==> config.mk <==
export PLATFORM = sky130hd
export DESIGN_NAME = dual_axis_pid_position_loop
export DESIGN_NICKNAME = d
export VERILOG_FILES = /design/src/rtl/dapid_pkg.sv /design/src/rtl/dapid_mul.sv /design/src/rtl/dapid_div.sv /design/src/rtl/dual_axis_pid_position_loop.sv
export VERILOG_INCLUDE_DIRS = /design/src /design/src/rtl
export SDC_FILE = /design/constraint.sdc
export NUM_CORES = 2
export LEC_CHECK = 0
export ABC_AREA = 0
export BUFFER_PORTS_ARGS = -buffer_cell sky130_fd_sc_hd__buf_2
export CAP_MARGIN = 15
export CORE_MARGIN = 3
export CORE_UTILIZATION = 45
export CTS_CLUSTER_SIZE = 8
export DETAILED_ROUTE_END_ITERATION = 8
export PLACE_DENSITY_LB_ADDON = 0.12
export SETUP_SLACK_MARGIN = 0.2
export SYNTH_ARGS = -nofsm -noshare
export SYNTH_HDL_FRONTEND = slang
export SYNTH_SLANG_ARGS = --single-unit
==> constraint.sdc <==
create_clock -name clk -period 9.83 [get_ports clk]
set_clock_uncertainty 0.05 [all_clocks]
set_input_delay 0.4915 -clock clk [delete_from_list [all_inputs] [get_ports clk]]
set_output_delay 0.4915 -clock clk [all_outputs]
set_load 0.005 [all_outputs]
==> src/rtl/dual_axis_pid_position_loop_macros.svh <==
// Assertion macros for the dual-axis PID position loop.
`ifndef DUAL_AXIS_PID_POSITION_LOOP_MACROS_SVH
`define DUAL_AXIS_PID_POSITION_LOOP_MACROS_SVH
`ifndef SYNTH
`define DAPID_ASSERT_NEVER(label, clk, rst, cond, msg) \
  label: assert property (@(posedge clk) disable iff (rst) !(cond)) else $error(msg);
`define DAPID_ASSERT_NEXT(label, clk, rst, ante, cons, msg) \
  label: assert property (@(posedge clk) disable iff (rst) (ante) |=> (cons)) else $error(msg);
`else
`define DAPID_ASSERT_NEVER(label, clk, rst, cond, msg)
`define DAPID_ASSERT_NEXT(label, clk, rst, ante, cons, msg)
`endif
`endif

==> src/rtl/dapid_pkg.sv <==
// Package: constants, codes and types of the dual-axis PID position loop.
`default_nettype none
package dapid_pkg;
  localparam logic [15:0] DT_MAX_US = 16'd20000;
  localparam logic [27:0] I_DIVISOR = 28'd256000000;
  localparam logic [31:0] US_PER_S = 32'd1000000;
  localparam logic [31:0] ALPHA_Q16 = 32'd9830;
  localparam logic [31:0] ONE_MINUS_ALPHA_Q16 = 32'd55706;

  typedef enum logic [2:0] {
    CFG_GAINS_PAN, CFG_GAINS_TILT, CFG_INTEG_LIM_PAN, CFG_INTEG_LIM_TILT,
    CFG_DZ_PAN, CFG_DZ_TILT
  } cfg_reg_t;

  typedef enum logic [3:0] {
    ST_IDLE, ST_ERR, ST_P, ST_I1, ST_I2, ST_I3, ST_R1, ST_R2,
    ST_F1, ST_F2, ST_D, ST_OUT
  } state_t;

  typedef struct packed {
    logic        start;
    logic [31:0] a;
    logic [31:0] b;
  } mul_req_t;

  typedef struct packed {
    logic        done;
    logic [63:0] prod;
  } mul_rsp_t;

  typedef struct packed {
    logic        start;
    logic [47:0] n;
    logic [27:0] d;
  } div_req_t;

  typedef struct packed {
    logic        done;
    logic [47:0] q;
    logic        rem_nz;
  } div_rsp_t;
endpackage
`default_nettype wire

==> src/rtl/dapid_mul.sv <==
// Bit-serial 32x32 unsigned multiplier, one multiplier bit per cycle.
`default_nettype none
module dapid_mul (
  input  wire logic                clk,
  input  wire logic                rst,
  input  wire dapid_pkg::mul_req_t req,
  output dapid_pkg::mul_rsp_t      rsp
);
  logic        busy;
  logic        done;
  logic [4:0]  cnt;
  logic [31:0] a_r;
  logic [31:0] hi;
  logic [31:0] lo;
  logic [32:0] sum;

  assign sum = {1'b0, hi} + (lo[0] ? {1'b0, a_r} : 33'd0);

  always_ff @(posedge clk) begin
    if (rst) begin
      busy <= 1'b0;
      done <= 1'b0;
    end else begin
      done <= 1'b0;
      if (req.start) begin
        busy <= 1'b1;
        cnt  <= 5'd0;
        a_r  <= req.a;
        hi   <= 32'd0;
        lo   <= req.b;
      end else if (busy) begin
        hi  <= sum[32:1];
        lo  <= {sum[0], lo[31:1]};
        cnt <= cnt + 5'd1;
        if (cnt == 5'd31) begin
          busy <= 1'b0;
          done <= 1'b1;
        end
      end
    end
  end

  assign rsp.done = done;
  assign rsp.prod = {hi, lo};
endmodule
`default_nettype wire

==> src/rtl/dapid_div.sv <==
// Restoring divider, 48-bit dividend by 28-bit divisor, one quotient bit per cycle.
`default_nettype none
module dapid_div (
  input  wire logic                clk,
  input  wire logic                rst,
  input  wire dapid_pkg::div_req_t req,
  output dapid_pkg::div_rsp_t      rsp
);
  logic        busy;
  logic        done;
  logic [5:0]  cnt;
  logic [47:0] qn;
  logic [27:0] rem;
  logic [27:0] d_r;
  logic [28:0] shifted;
  logic [28:0] diff;
  logic        ge;

  assign shifted = {rem, qn[47]};
  assign ge      = shifted >= {1'b0, d_r};
  assign diff    = shifted - {1'b0, d_r};

  always_ff @(posedge clk) begin
    if (rst) begin
      busy <= 1'b0;
      done <= 1'b0;
    end else begin
      done <= 1'b0;
      if (req.start) begin
        busy <= 1'b1;
        cnt  <= 6'd0;
        qn   <= req.n;
        rem  <= 28'd0;
        d_r  <= req.d;
      end else if (busy) begin
        rem <= ge ? diff[27:0] : shifted[27:0];
        qn  <= {qn[46:0], ge};
        cnt <= cnt + 6'd1;
        if (cnt == 6'd47) begin
          busy <= 1'b0;
          done <= 1'b1;
        end
      end
    end
  end

  assign rsp.done   = done;
  assign rsp.q      = qn;
  assign rsp.rem_nz = rem != 28'd0;
endmodule
`default_nettype wire

==> src/rtl/dual_axis_pid_position_loop.sv <==
// Top level: dual-axis PID position loop with low-passed derivative.
//
// One item in gives one result out. A tick with dt_us of 0 or above 20000
// returns the held commands and errors with updated low; its result is
// offered the cycle after acceptance. A valid tick steps pan then tilt; each
// axis first forms the error, then makes seven passes through the bit-serial
// multiplier and two through the serial divider; the result is offered once
// the tilt axis is done, and no new item is accepted until it is taken.
// in_stall stays high from acceptance until the result is taken.
`default_nettype none
`include "dual_axis_pid_position_loop_macros.svh"
module dual_axis_pid_position_loop (
  input  wire logic               clk,
  input  wire logic               rst,
  input  wire logic               cfg_we,
  input  wire logic [2:0]         cfg_index,
  input  wire logic [47:0]        cfg_data,
  input  wire logic               in_valid,
  output logic                    in_stall,
  input  wire logic [15:0]        target_pan,
  input  wire logic [15:0]        target_tilt,
  input  wire logic [15:0]        current_pan,
  input  wire logic [15:0]        current_tilt,
  input  wire logic [15:0]        dt_us,
  output logic                    out_valid,
  input  wire logic               out_stall,
  output logic signed [31:0]      vel_cmd_pan,
  output logic signed [31:0]      vel_cmd_tilt,
  output logic signed [15:0]      error_pan,
  output logic signed [15:0]      error_tilt,
  output logic                    updated
);
  dapid_pkg::state_t   state, state_next;
  dapid_pkg::mul_req_t mul_req;
  dapid_pkg::mul_rsp_t mul_rsp;
  dapid_pkg::div_req_t div_req;
  dapid_pkg::div_rsp_t div_rsp;

  logic [47:0] gains_pan, gains_tilt;
  logic [30:0] integ_lim_pan, integ_lim_tilt;
  logic [14:0] dz_pan, dz_tilt;

  logic [31:0] integ_acc [2];
  logic [15:0] prev_err [2];
  logic [31:0] filt_der [2];
  logic [31:0] held_cmd [2];
  logic [15:0] held_err [2];

  logic [15:0] tgt_r [2];
  logic [15:0] cur_r [2];
  logic [15:0] dt_r;
  logic        ax;
  logic        updated_r;
  logic [15:0] eff_r;
  logic [15:0] eff_mag_r;
  logic [31:0] integ_w;
  logic [31:0] fd_w;
  logic [31:0] p_r;
  logic [48:0] t1;
  logic        mneg, mneg_next;

  logic        dt_ok;
  logic [47:0] gain_c;
  logic [30:0] imax_c;
  logic [14:0] dz_c;
  logic [15:0] e_c;
  logic [16:0] e_mag;
  logic [15:0] eff_c;
  logic [15:0] eff_mag_c;
  logic [63:0] sprod;
  logic [16:0] diff_c;
  logic [16:0] dmag;
  logic [48:0] iq_mag;
  logic [33:0] iq_s;
  logic [33:0] integ_sum;
  logic [33:0] imax_pos;
  logic [33:0] imax_neg;
  logic [31:0] integ_clamp;
  logic [31:0] rmag;
  logic [31:0] fdmag;
  logic [49:0] fsum;
  logic [31:0] filt;
  logic [31:0] filt_mag;
  logic [41:0] cmd_sum;
  logic [31:0] cmd_sat;

  dapid_mul u_mul (.clk(clk), .rst(rst), .req(mul_req), .rsp(mul_rsp));
  dapid_div u_div (.clk(clk), .rst(rst), .req(div_req), .rsp(div_rsp));

  assign dt_ok = (dt_us != 16'd0) && (dt_us <= dapid_pkg::DT_MAX_US);

  assign gain_c    = ax ? gains_tilt : gains_pan;
  assign imax_c    = ax ? integ_lim_tilt : integ_lim_pan;
  assign dz_c      = ax ? dz_tilt : dz_pan;
  assign e_c       = tgt_r[ax] - cur_r[ax];
  assign e_mag     = e_c[15] ? (17'h10000 - {1'b0, e_c}) : {1'b0, e_c};
  assign eff_c     = (e_mag < {2'b00, dz_c}) ? 16'd0 : e_c;
  assign eff_mag_c = (eff_c == 16'd0) ? 16'd0 : e_mag[15:0];

  assign sprod  = mneg ? (~mul_rsp.prod + 64'd1) : mul_rsp.prod;
  assign diff_c = {eff_r[15], eff_r} - {prev_err[ax][15], prev_err[ax]};
  assign dmag   = diff_c[16] ? (~diff_c + 17'd1) : diff_c;

  assign iq_mag    = {1'b0, div_rsp.q} + {48'd0, div_rsp.rem_nz & mneg};
  assign iq_s      = mneg ? (~iq_mag[33:0] + 34'd1) : iq_mag[33:0];
  assign integ_sum = {{2{integ_w[31]}}, integ_w} + iq_s;
  assign imax_pos  = {3'b000, imax_c};
  assign imax_neg  = ~imax_pos + 34'd1;

  always_comb begin
    if ($signed(integ_sum) > $signed(imax_pos)) begin
      integ_clamp = {1'b0, imax_c};
    end else if ($signed(integ_sum) < $signed(imax_neg)) begin
      integ_clamp = imax_neg[31:0];
    end else begin
      integ_clamp = integ_sum[31:0];
    end
  end

  always_comb begin
    if (mneg) begin
      rmag = (div_rsp.q > 48'h80000000) ? 32'h80000000 : div_rsp.q[31:0];
    end else begin
      rmag = (div_rsp.q > 48'h7FFFFFFF) ? 32'h7FFFFFFF : div_rsp.q[31:0];
    end
  end

  assign fdmag    = fd_w[31] ? (~fd_w + 32'd1) : fd_w;
  assign fsum     = {t1[48], t1} + {sprod[48], sprod[48:0]};
  assign filt     = fsum[47:16];
  assign filt_mag = filt[31] ? (~filt + 32'd1) : filt;

  assign cmd_sum = {{10{p_r[31]}}, p_r} + {{10{integ_w[31]}}, integ_w}
                 + {{2{sprod[47]}}, sprod[47:8]};

  always_comb begin
    if ($signed(cmd_sum) > $signed(42'sh7FFFFFFF)) begin
      cmd_sat = 32'h7FFFFFFF;
    end else if ($signed(cmd_sum) < -$signed(42'sh80000000)) begin
      cmd_sat = 32'h80000000;
    end else begin
      cmd_sat = cmd_sum[31:0];
    end
  end

  always_ff @(posedge clk) begin
    if (rst) begin
      state <= dapid_pkg::ST_IDLE;
    end else begin
      state <= state_next;
    end
  end

  always_comb begin
    state_next    = state;
    mneg_next     = mneg;
    mul_req.start = 1'b0;
    mul_req.a     = 32'd0;
    mul_req.b     = 32'd0;
    div_req.start = 1'b0;
    div_req.n     = mul_rsp.prod[47:0];
    div_req.d     = dapid_pkg::I_DIVISOR;
    case (state)
      dapid_pkg::ST_IDLE: begin
        if (in_valid) begin
          state_next = dt_ok ? dapid_pkg::ST_ERR : dapid_pkg::ST_OUT;
        end
      end
      dapid_pkg::ST_ERR: begin
        mul_req.start = 1'b1;
        mul_req.a     = {16'd0, gain_c[15:0]};
        mul_req.b     = {16'd0, eff_mag_c};
        mneg_next     = eff_c[15];
        state_next    = dapid_pkg::ST_P;
      end
      dapid_pkg::ST_P: begin
        if (mul_rsp.done) begin
          mul_req.start = 1'b1;
          mul_req.a     = {16'd0, gain_c[31:16]};
          mul_req.b     = {16'd0, eff_mag_r};
          mneg_next     = eff_r[15];
          state_next    = dapid_pkg::ST_I1;
        end
      end
      dapid_pkg::ST_I1: begin
        if (mul_rsp.done) begin
          mul_req.start = 1'b1;
          mul_req.a     = mul_rsp.prod[31:0];
          mul_req.b     = {16'd0, dt_r};
          state_next    = dapid_pkg::ST_I2;
        end
      end
      dapid_pkg::ST_I2: begin
        if (mul_rsp.done) begin
          div_req.start = 1'b1;
          state_next    = dapid_pkg::ST_I3;
        end
      end
      dapid_pkg::ST_I3: begin
        if (div_rsp.done) begin
          mul_req.start = 1'b1;
          mul_req.a     = dapid_pkg::US_PER_S;
          mul_req.b     = {15'd0, dmag};
          mneg_next     = diff_c[16];
          state_next    = dapid_pkg::ST_R1;
        end
      end
      dapid_pkg::ST_R1: begin
        if (mul_rsp.done) begin
          div_req.start = 1'b1;
          div_req.d     = {12'd0, dt_r};
          state_next    = dapid_pkg::ST_R2;
        end
      end
      dapid_pkg::ST_R2: begin
        if (div_rsp.done) begin
          mul_req.start = 1'b1;
          mul_req.a     = dapid_pkg::ALPHA_Q16;
          mul_req.b     = rmag;
          state_next    = dapid_pkg::ST_F1;
        end
      end
      dapid_pkg::ST_F1: begin
        if (mul_rsp.done) begin
          mul_req.start = 1'b1;
          mul_req.a     = dapid_pkg::ONE_MINUS_ALPHA_Q16;
          mul_req.b     = fdmag;
          mneg_next     = fd_w[31];
          state_next    = dapid_pkg::ST_F2;
        end
      end
      dapid_pkg::ST_F2: begin
        if (mul_rsp.done) begin
          mul_req.start = 1'b1;
          mul_req.a     = {16'd0, gain_c[47:32]};
          mul_req.b     = filt_mag;
          mneg_next     = filt[31];
          state_next    = dapid_pkg::ST_D;
        end
      end
      dapid_pkg::ST_D: begin
        if (mul_rsp.done) begin
          state_next = ax ? dapid_pkg::ST_OUT : dapid_pkg::ST_ERR;
        end
      end
      dapid_pkg::ST_OUT: begin
        if (!out_stall) begin
          state_next = dapid_pkg::ST_IDLE;
        end
      end
      default: begin
        state_next = dapid_pkg::ST_IDLE;
      end
    endcase
  end

  always_ff @(posedge clk) begin
    if (rst) begin
      gains_pan      <= 48'd0;
      gains_tilt     <= 48'd0;
      integ_lim_pan  <= 31'd0;
      integ_lim_tilt <= 31'd0;
      dz_pan         <= 15'd0;
      dz_tilt        <= 15'd0;
    end else if (cfg_we) begin
      case (dapid_pkg::cfg_reg_t'(cfg_index))
        dapid_pkg::CFG_GAINS_PAN:      gains_pan      <= cfg_data;
        dapid_pkg::CFG_GAINS_TILT:     gains_tilt     <= cfg_data;
        dapid_pkg::CFG_INTEG_LIM_PAN:  integ_lim_pan  <= cfg_data[30:0];
        dapid_pkg::CFG_INTEG_LIM_TILT: integ_lim_tilt <= cfg_data[30:0];
        dapid_pkg::CFG_DZ_PAN:         dz_pan         <= cfg_data[14:0];
        dapid_pkg::CFG_DZ_TILT:        dz_tilt        <= cfg_data[14:0];
        default: begin
        end
      endcase
    end
  end

  always_ff @(posedge clk) begin
    if (rst) begin
      integ_acc[0] <= 32'd0;
      integ_acc[1] <= 32'd0;
      prev_err[0]  <= 16'd0;
      prev_err[1]  <= 16'd0;
      filt_der[0]  <= 32'd0;
      filt_der[1]  <= 32'd0;
      held_cmd[0]  <= 32'd0;
      held_cmd[1]  <= 32'd0;
      held_err[0]  <= 16'd0;
      held_err[1]  <= 16'd0;
      updated_r    <= 1'b0;
      ax           <= 1'b0;
      mneg         <= 1'b0;
    end else begin
      mneg <= mneg_next;
      case (state)
        dapid_pkg::ST_IDLE: begin
          if (in_valid) begin
            tgt_r[0]  <= target_pan;
            tgt_r[1]  <= target_tilt;
            cur_r[0]  <= current_pan;
            cur_r[1]  <= current_tilt;
            dt_r      <= dt_us;
            ax        <= 1'b0;
            updated_r <= dt_ok;
          end
        end
        dapid_pkg::ST_ERR: begin
          eff_r        <= eff_c;
          eff_mag_r    <= eff_mag_c;
          held_err[ax] <= e_c;
          integ_w      <= (eff_c == 16'd0) ? 32'd0 : integ_acc[ax];
          fd_w         <= (eff_c == 16'd0) ? 32'd0 : filt_der[ax];
        end
        dapid_pkg::ST_P: begin
          if (mul_rsp.done) begin
            p_r <= sprod[39:8];
          end
        end
        dapid_pkg::ST_I3: begin
          if (div_rsp.done) begin
            integ_w <= integ_clamp;
          end
        end
        dapid_pkg::ST_F1: begin
          if (mul_rsp.done) begin
            t1 <= sprod[48:0];
          end
        end
        dapid_pkg::ST_F2: begin
          if (mul_rsp.done) begin
            fd_w <= filt;
          end
        end
        dapid_pkg::ST_D: begin
          if (mul_rsp.done) begin
            held_cmd[ax]  <= cmd_sat;
            integ_acc[ax] <= integ_w;
            filt_der[ax]  <= fd_w;
            prev_err[ax]  <= eff_r;
            ax            <= 1'b1;
          end
        end
        default: begin
        end
      endcase
    end
  end

  assign in_stall     = state != dapid_pkg::ST_IDLE;
  assign out_valid    = state == dapid_pkg::ST_OUT;
  assign vel_cmd_pan  = held_cmd[0];
  assign vel_cmd_tilt = held_cmd[1];
  assign error_pan    = held_err[0];
  assign error_tilt   = held_err[1];
  assign updated      = updated_r;

  `DAPID_ASSERT_NEVER(a_no_accept_out, clk, rst, out_valid && !in_stall, "item taken")
  `DAPID_ASSERT_NEXT(a_out_clears, clk, rst, out_valid && !out_stall, !out_valid, "result repeated")
  `DAPID_ASSERT_NEVER(a_mul_idle, clk, rst, mul_rsp.done && (out_valid || !in_stall), "stray done")
endmodule
`default_nettype wire

==> flow_metrics.tcl <==
set metrics [dict create \
    hpwl_um 140000 \
    required_ns 10.23 \
    synthArstFlopShare 0 \
    drv_slew 0 \
    cp.arrival_ns 9.54 \
    final_area_um2 64400 \
    place.gp.congestion 0.944 \
    hold_path.class "in2reg" \
    antenna_found_initial 8 \
    syn_nets 6385 \
    synth_area_um2 56300 \
    synth-edff-count 712 \
    yosysTopAreaCell "edfxtp_1" \
    crit_path_start "u_div.rem[17]$_SDFFCE_PP0P_" \
    reg2reg_slack_ns 0.69 \
    power_per_cell_area_nw_per_um2 274 \
    min_path_cells 3 \
    placed_area_um2 59200 \
    die-width_um 360 \
    drc_errors 0 \
    drive_gt1_frac 0.102 \
    synthDistinctLibCells 101 \
    clock_path_buffers 3 \
    worst_slew_pin_slew_ns 1.22 \
    grt_pass1_vias 44200 \
    timing.rr.end "integ_w[8]$_DFFE_PP_" \
    fp.dieH_um 360 \
    cts_tree "yes" \
    yosysWarnings 0 \
    peakVddDrop_uv 189 \
    layout.nets 6666 \
    startpoint_type "register" \
    path_max_fanout 14 \
    min_from "cfg_data[19]" \
    max_freq_ghz 0.109 \
    postLayoutCoreUtil 0.520 \
    ios 235 \
    maxSlewHeadroom 0.182 \
    clk_pin_slew_ns 0.05 \
    wl_per_cell_um 24.2 \
    seqCellArea_um2 25400 \
    vias 46400 \
    row_count 129 \
    grt_start_max_net_pins 178 \
    grt_pass1_wl_um 283000 \
    detail_route.vias_per_cell 5.87 \
    hold_viol 0 \
    synth_cells 5915 \
    ys_seq_area_frac 0.451 \
    coreArea_um2 124000 \
    ff2ff_path_depth 39 \
    grt_usage 0.287 \
    finalCriticalPeriod_ns 9.14 \
    port_buffers 234 \
    crit_path_top_delay_cell "or3_1" \
    multi_input_area_um2 28800 \
    total_power_mw 17.6 \
    synth.avg_cell_area_um2 9.52 \
    rsz0062_at_grt "no" \
    synthTopCellsByArea "edfxtp_1 38%, dfxtp_1 7.1%, ha_1 6.4%" \
    fillers 11200 \
    cts_max_level 4 \
    finalSetupViolations 0 \
    status "finished, final reports clean" \
    numCtsBuffers 134 \
    ys.flop_type "edfxtp_1" \
    end_kind "register" \
    critical_path_class "reg2reg" \
    synth_top_cell_area_share 0.380 \
    design.die.area_um2 129000 \
    wl_um 191000 \
    max_cap_violations 0 \
    period_share 0.930 \
    root_buffer "clkbuf_16" \
    clock-sinks 912 \
    grt_overflow 0 \
    timing.rr.start "u_div.rem[17]$_SDFFCE_PP0P_" \
    critPathMaxStageDelay_ns 0.44 \
    drt_iter0_drc 4899 \
    setup_tns_ns 0 \
    ys_ff_latch 912 \
    p_leak_nw 24.8 \
    antenna_left 0 \
    area_delta_synth_final_pct 14.4 \
    clk_latency_ns 0.78 \
    hold_path_end "gains_tilt[19]$_SDFFE_PP0P_" \
    first_pass_iters 7 \
    initial_utilization 0.454 \
]
## repair_timing
action | in CTS | in global routing
setup buffers | 0 | 12
hold endpoints to repair | 160 | 0
endpoints found under the setup margin | 0 | 32
gates resized for setup | 0 | 12
hold buffers | 111 | 0
## cell usage after synthesis, types with 21 or more instances
| master | instances |
|---|---|
| o221ai_1 | 29 |
| and2_1 | 143 |
| mux2_2 | 61 |
| o21ai_0 | 180 |
| mux2i_1 | 170 |
| or3_1 | 57 |
| a21o_1 | 104 |
| inv_1 | 308 |
| clkbuf_1 | 246 |
| and3_1 | 88 |
| o22ai_1 | 57 |
| fa_1 | 46 |
| buf_1 | 29 |
| nand2_1 | 794 |
| nand4_1 | 45 |
| o211ai_1 | 39 |
| nor3_1 | 97 |
| a221oi_1 | 42 |
| a21oi_1 | 445 |
| edfxtp_1 | 712 |
| o21bai_1 | 31 |
| or4_1 | 21 |
| nand3_1 | 100 |
| a211oi_1 | 39 |
| a31oi_1 | 41 |
| xor2_1 | 144 |
| o31ai_1 | 57 |
| nand2b_1 | 50 |
| dfxtp_1 | 200 |
| ha_1 | 288 |
| xnor2_1 | 242 |
| nor2_1 | 606 |
| nor4_1 | 46 |
| o21a_1 | 35 |
| nor2b_1 | 38 |
## per-layer routing
metal	GRT usage	share of wire	vias up	wire length (µm)
met1	0.397	0.43	22300	82600
met5	0	0	-	0
met3	0.0459	0.077	327	14600
met4	0.110	0.041	0	7790
met2	0.452	0.45	1970	85900
li1	-	-	21700	-
## report_power, final
group          internal, mW  switching [mW]  total, mW  leakage, nW
Combinational          2.97            5.19       8.16         14.4
Sequential             4.75           0.339       5.08         8.45
Clock                  2.59            1.79       4.37         1.88
Total                  10.3            7.32       17.6         24.8
## stage by stage
stage / instances / worst slack (ns) / hold slack [ns]
floorplan: 5915 / 1.63 / 0.365
global placement: 7573 / 0.500 / 0.389
detailed placement: 7573 / 0.310 / 0.396
CTS: 7889 / 0.274 / 0.00382
global route: 7902 / 0.195 / 0.0169
finish: 7904 / 0.689 / 0.0578
## layout by cell type (no fill, tap or decap), drive strengths merged, types with 50 or more instances in the layout
| cell | instances |
|---|---|
| mux2 | 61 |
| clkbuf | 189 |
| nor3 | 98 |
| nand2b | 50 |
| a21oi | 447 |
| ha | 288 |
| o21ai | 202 |
| and2 | 143 |
| edfxtp | 712 |
| and3 | 88 |
| nand2 | 794 |
| or3 | 58 |
| dlygate4sd3 | 111 |
| dfxtp | 200 |
| o22ai | 57 |
| o31ai | 59 |
| inv | 311 |
| nand3 | 100 |
| xor2 | 146 |
| a21o | 104 |
| buf | 330 |
| nor2 | 606 |
| xnor2 | 242 |
| mux2i | 170 |
## area by class of cell
| cell class | count | share of cell area |
|---|---|---|
| multi-input cells | 4397 | 0.447 |
| flip-flops and latches | 912 | 0.394 |
| clock buffers | 188 | 0.0555 |
| repair buffers | 442 | 0.0476 |
| well taps | 1637 | 0.0318 |
| inverters | 309 | 0.0180 |
| clock inverters | 17 | 0.00561 |
| diodes | 2 | 0.0000777 |
## state kept, by name, summed over array words and instances (netlist names), 32 cells and up, named ones only
name        cells
held_err       32
t1             48
u_div.qn       48
fd_w           32
gains_pan      48
cur_r          32
integ_acc      64
u_mul.a_r      32
tgt_r          32
prev_err       32
p_r            32
gains_tilt     48
held_cmd       64
u_mul.lo       32
u_mul.hi       32
integ_w        32
filt_der       64
## cells by family (layout without fill, tap and decap cells)
kind of cell / after synthesis / count (layout) / synth area share
xor gates and xnor gates: 390 / 390 / 0.0614
other: 0 / 2 / 0
buffers and inverters: 606 / 956 / 0.0412
DFF: 912 / 912 / 0.451
and+or+nand+nor: 2163 / 2163 / 0.177
adders and majority gates: 337 / 337 / 0.0809
AOI/OAI and AO/OA: 1276 / 1276 / 0.146
muxes: 231 / 231 / 0.0424
## worst max path at each step
stage / to / slack [ns]
after global routing: integ_w[13]$_DFFE_PP_ / 0.19
final: integ_w[8]$_DFFE_PP_ / 0.69
after detailed placement: integ_w[5]$_DFFE_PP_ / 0.31
after floorplan: integ_w[2]$_DFFE_PP_ / 1.63
after CTS: integ_w[5]$_DFFE_PP_ / 0.27
after global placement: integ_w[5]$_DFFE_PP_ / 0.50
## critical path, delay by kind of cell (launching register included)
family	cells	cell delay, ns
mux	1	0.34
simple gates	12	2.43
compound gates	15	3.02
buf+inv	4	0.57
xor+xnor	2	0.44
flops	1	0.43
fa+ha+maj	5	1.53
(Power assumes the default switching activity.)
